<file path="config.mk">
export PLATFORM = sky130hd
export DESIGN_NAME = svp_ram
export DESIGN_NICKNAME = d
export VERILOG_FILES = /design/src/rtl/svp_ram.sv
export SDC_FILE = /design/constraint.sdc
export NUM_CORES = 2
export LEC_CHECK = 0
export BUFFER_PORTS_ARGS = -buffer_cell sky130_fd_sc_hd__buf_2
export CAP_MARGIN = 15
export CORE_ASPECT_RATIO = 0.8
export CORE_MARGIN = 1.5
export CORE_UTILIZATION = 60
export CTS_CLUSTER_DIAMETER = 200
export DETAILED_ROUTE_END_ITERATION = 8
export PLACE_DENSITY = 0.76
export SYNTH_ARGS = -nofsm -noshare
export SYNTH_HDL_FRONTEND = slang
export SYNTH_SLANG_ARGS = --single-unit
</file>
<file path="constraint.sdc">
create_clock -name clk -period 7.26 [get_ports clk]
set_input_delay 1.089 -clock clk [delete_from_list [all_inputs] [get_ports clk]]
set_output_delay 1.089 -clock clk [all_outputs]
set_load 0.05 [all_outputs]
</file>
<file path="src/rtl/svp_ram.sv">
`timescale 1ns / 1ps
// ----------------------------------------------------------------------------
// svp_ram
// Simple dual-port synchronous RAM, one write and one registered read.
// ----------------------------------------------------------------------------
module svp_ram #(
	parameter int WIDTH = 32,
	parameter int DEPTH = 64
) (
	input  logic                     clk,
	input  logic                     we,
	input  logic [$clog2(DEPTH)-1:0] waddr,
	input  logic [WIDTH-1:0]         wdata,
	input  logic [$clog2(DEPTH)-1:0] raddr,
	output logic [WIDTH-1:0]         rdata
);

	logic [WIDTH-1:0] mem [DEPTH];

	// write port
	always_ff @(posedge clk) begin
		if (we)
			mem[waddr] <= wdata;
	end

	// read port, old data on a same-address write
	always_ff @(posedge clk) begin
		rdata <= mem[raddr];
	end

endmodule

</file>
== Word level (Yosys, flattened, before mapping) ==
Memory sizes are Yosys's and may differ from the RTL's. A register that Yosys moved wholly into a read port is not among the register bits.
Cells that the tools add are included.
Cells by class
  $add $sub $neg: 0
  multiply operators: 0
  divide/modulo/power cells: 0
  magnitude comparators: 0
  equality and inequality tests: 0
  shifts and indexed selects: 0
  mux-type cells: 2
  bitwise gates (word level): 0
  reductions and logical operators: 0
Operator list (count)
  $mux 1: 2
Storage, ports and cells
  register bits after elaboration: 0
  bits in latches: 0
  bits in writable memories: 2048
  ROM bits: 0
  input bits: 46
  output and inout bits: 32
  memories: 1
Memory list
  mem: words 64, bits a word 32, rd ports 1, clocked after memory_dff 1, wr ports 1, line 18  | logic [WIDTH-1:0] mem [DEPTH];

== Depth between registers and ports, before layout ==
  word-level depth: 2
  mapped depth: 10
  mapped depth without buffers: 5

== Worst setup path before layout ==
Ideal clock, no wire load.
  path type: in2reg
  start: input waddr[3]
  end: memory mem[48][0] (enable)
  arrival time: 3788 ps
  slack: 3011 ps
  stages: 4
  buffers on the path: 1
  cell sequence: clkbuf_1 nor2b_1 nand4b_1 nor3_1
RTL lines
  start, declared: line 12  | input logic [$clog2(DEPTH)-1:0] waddr,
  end, declared: line 18
No word-level cell before the write port.

==> results.md <==
- Outcome: finished, final reports clean
- Design Area, Final: 0.0880 mm²
- Initial core utilization: 0.606
- Wirelength per Cell: 37.2 µm
- Synth cell types: 34
- PwrDens: 279 mW/mm²
- WP data required: 8010 ps
- Setup Viol. Count Final: 0
- Top Ports: 78
- Input/output buffers: 77
- Final worst-path cycle share: 0.543
- Period minus WS final: 3940 ps
- Hold EP: mem[14][14]$_DFFE_PP_
- Die Footprint: 0.133 mm²
- Kind of critical path: input pin to flop
- Clock tree root driver cell: clkbuf_16
- P_int: 19300 µW
- Cell taking the most area after synthesis: edfxtp_1
- DRT Pass-1 Iters: 6
- Core footprint: 0.130 mm²
- Clock Pin Slew Worst Setup and Hold Paths: 60 ps
- Slew HR: 0.153
- Final Hold Viols: 0
- Clk network pwr share: 0.401
- CTS tree: done
- GR Overflow Total: 0
- Pins Over Slew Limit: 0
- CP Max Fanout: 88
- Number of remaining DRC errors: 0
- Worst VDD drop: 0.278 mV
- Proportion of layout cells with a drive suffix above 1: 0.296
- Hold path cells: 1
- Worst clock skew: 32.7 ps
- R2r setup slk: 4830 ps
- Vias: 38000
- Pin count of the biggest net entering global routing: 99
- Total GRT Usage: 0.307
- Critical Path End Type: flop
- Syn avg cell area: 23.6 µm²
- RePlAce Congestion: 0.838
- Synth Cell Area: 0.0785 mm²
- RR Startpoint: mem[18][20]$_DFFE_PP_
- TritonCTS Buffers: 182
- Dpl ws: 2530 ps
- First-pass GRT wire length: 284000 µm
- CTS sink cnt: 2080
- R2r endpoint: rdata[20]$_DFF_P_
- Net Sw Frac: 0.214
- CTS max path bufs: 3
- Yosys top cell area share: 0.783
- Vias in the first global route: 38200
- Seq/Total Area, Yosys: 0.791
- Top cells by area, synth: edfxtp_1, mux4_2, mux2i_1, dfxtp_1, o22ai_1
- Hold_sp: wdata[14]
- RSZ-0062 raised after global routing: no
- Crit path DAT: 4690 ps
- Nets: 3579
- Dpl cell area: 0.0817 mm²
- Die H: 327 µm
- CTS H-tree depth: 4
- Fmax: 254 MHz
- Pleak: 0.0274 µW
- Cells after Synth: 3324
- ANT nets after route: 0
- Skew-Pair Late Insertion Delay: 830 ps
- Dpl hpwl: 104000 µm
- Synth warn: 0
- Initial antenna violation count: 22
- Post-Route Setup TNS: 0 ps
- Area Growth Syn to Fin: 12.1%
- Die width: 407 µm
- Synth Register Bits: 2080
- Syn_nets: 3370
- Maxcap violations: 0
- Iter 0 DRT Violations: 6360
- Setup slack after layout: 3320 ps
- Worst-Margin Slew: 1260 ps
- Final core utilization: 0.679
- Placement Rows: 118
- Via density: 7.00
- Reg power frac: 0.544
- R2R cell count: 5
- Worst setup SP type: input pin
- Psw: 5240 µW
- Post_cts resized: 0
- Setup Fix Bufs, Post-CTS: 0
- Combinational power share: 0.056
- WL final: 202000 µm
- Hold/Removal Path Class: input pin to flop
- Post-CTS Hold Buffers: 0
[metal layers]
metal,GRT usage,share of wire,vias to the layer above
met4,0.122,0.039,18
met3,0.0877,0.15,426
li1,-,-,14700
met1,0.439,0.35,19800
met5,0,0.00058,-
met2,0.459,0.46,3059
[cells in the mapped netlist, drive strengths merged]
library cell  instances
edfxtp             2048
mux4                544
nor2                137
buf                 108
mux2i                93
o22ai                84
clkbuf               74
a21oi                62
dfxtp                32
o221ai               27
nand2                26
nor2b                15
a22oi                12
a311oi                8
nand2b                8
nor3                  7
nand3                 5
nand3b                5
or3b                  5
a41o                  4
and3                  4
o32ai                 4
or2                   3
or3                   3
and2                  2
nand4                 2
a31oi                 1
nand4b                1
[how the worst max path moves through the flow]
stage	from	slack [ps]	endpoint	cells past startpoint
after floorplan	waddr[3]	3010	mem[48][0]$_DFFE_PP_	4
after global placement	raddr[0]	2570	rdata[11]$_DFF_P_	8
after detailed placement	raddr[0]	2530	rdata[11]$_DFF_P_	8
after CTS	raddr[0]	3350	rdata[11]$_DFF_P_	8
after global routing	raddr[0]	3150	rdata[11]$_DFF_P_	8
final	raddr[1]	3320	rdata[19]$_DFF_P_	7
[state kept, by name (all words and copies together), names as in the netlist]
register	cells
mem	2048
rdata	32
[stage by stage]
stage,total power [µW],hold WS (ps),instances
3_3_place_gp,14900,701,5073
5_1_grt,25100,658,5425
2_1_floorplan,14300,663,3324
4_1_cts,24600,744,5409
3_5_place_dp,14900,726,5074
6_report,24600,651,5429
[worst max-delay path, cell delays in order]
cell	delay, ps
buf_8	540
buf_12	520
nand2b_1	1030
o22ai_1	160
nor2_1	560
a21oi_1	370
nor2_1	200
[power by group through the flow]
stage	clock [µW]	sequential (µW)	combinational, µW
after floorplan	0	13700	647
after global placement	0	13600	1270
after detailed placement	0	13600	1310
after CTS	9910	13400	1330
after global routing	10300	13300	1410
final	9840	13300	1370
[layout make-up]
class	count	area, µm²
clock buffers	229	4900
fillers	7617	41600
clock inverters	106	1110
repair buffers	207	1690
multi-input cells	1062	16000
well taps	1740	2180
flip-flops and latches	2080	62100
diodes	5	12.5
[cell families (layout without fill, tap and decap cells)]
| group | after synthesis | after routing | synth area share |
|---|---|---|---|
| AO/OA/AOI/OAI | 202 | 202 | 0.0167 |
| buffers and inverters | 182 | 542 | 0.0113 |
| flip-flops | 2080 | 2080 | 0.791 |
| multiplexers | 637 | 637 | 0.168 |
| other | 0 | 5 | 0 |
| AND/OR/NAND/NOR | 223 | 223 | 0.0127 |
[cells in the final DEF, fill, tap and decap left out, types with 7 or more instances in the layout]
cell type	count
edfxtp_1	2048
mux4_2	544
clkbuf_16	187
buf_4	106
mux2i_1	93
o22ai_1	84
nor2_1	74
buf_2	73
a21oi_1	62
nor2_4	62
clkinv_2	38
clkbuf_1	36
clkinv_1	33
dfxtp_1	32
o221ai_1	27
nand2_1	26
buf_12	23
bufinv_16	22
nor2b_1	14
a22oi_1	12
a311oi_1	8
nand2b_1	7
Note: power is estimated with default switching activity, not from simulation.
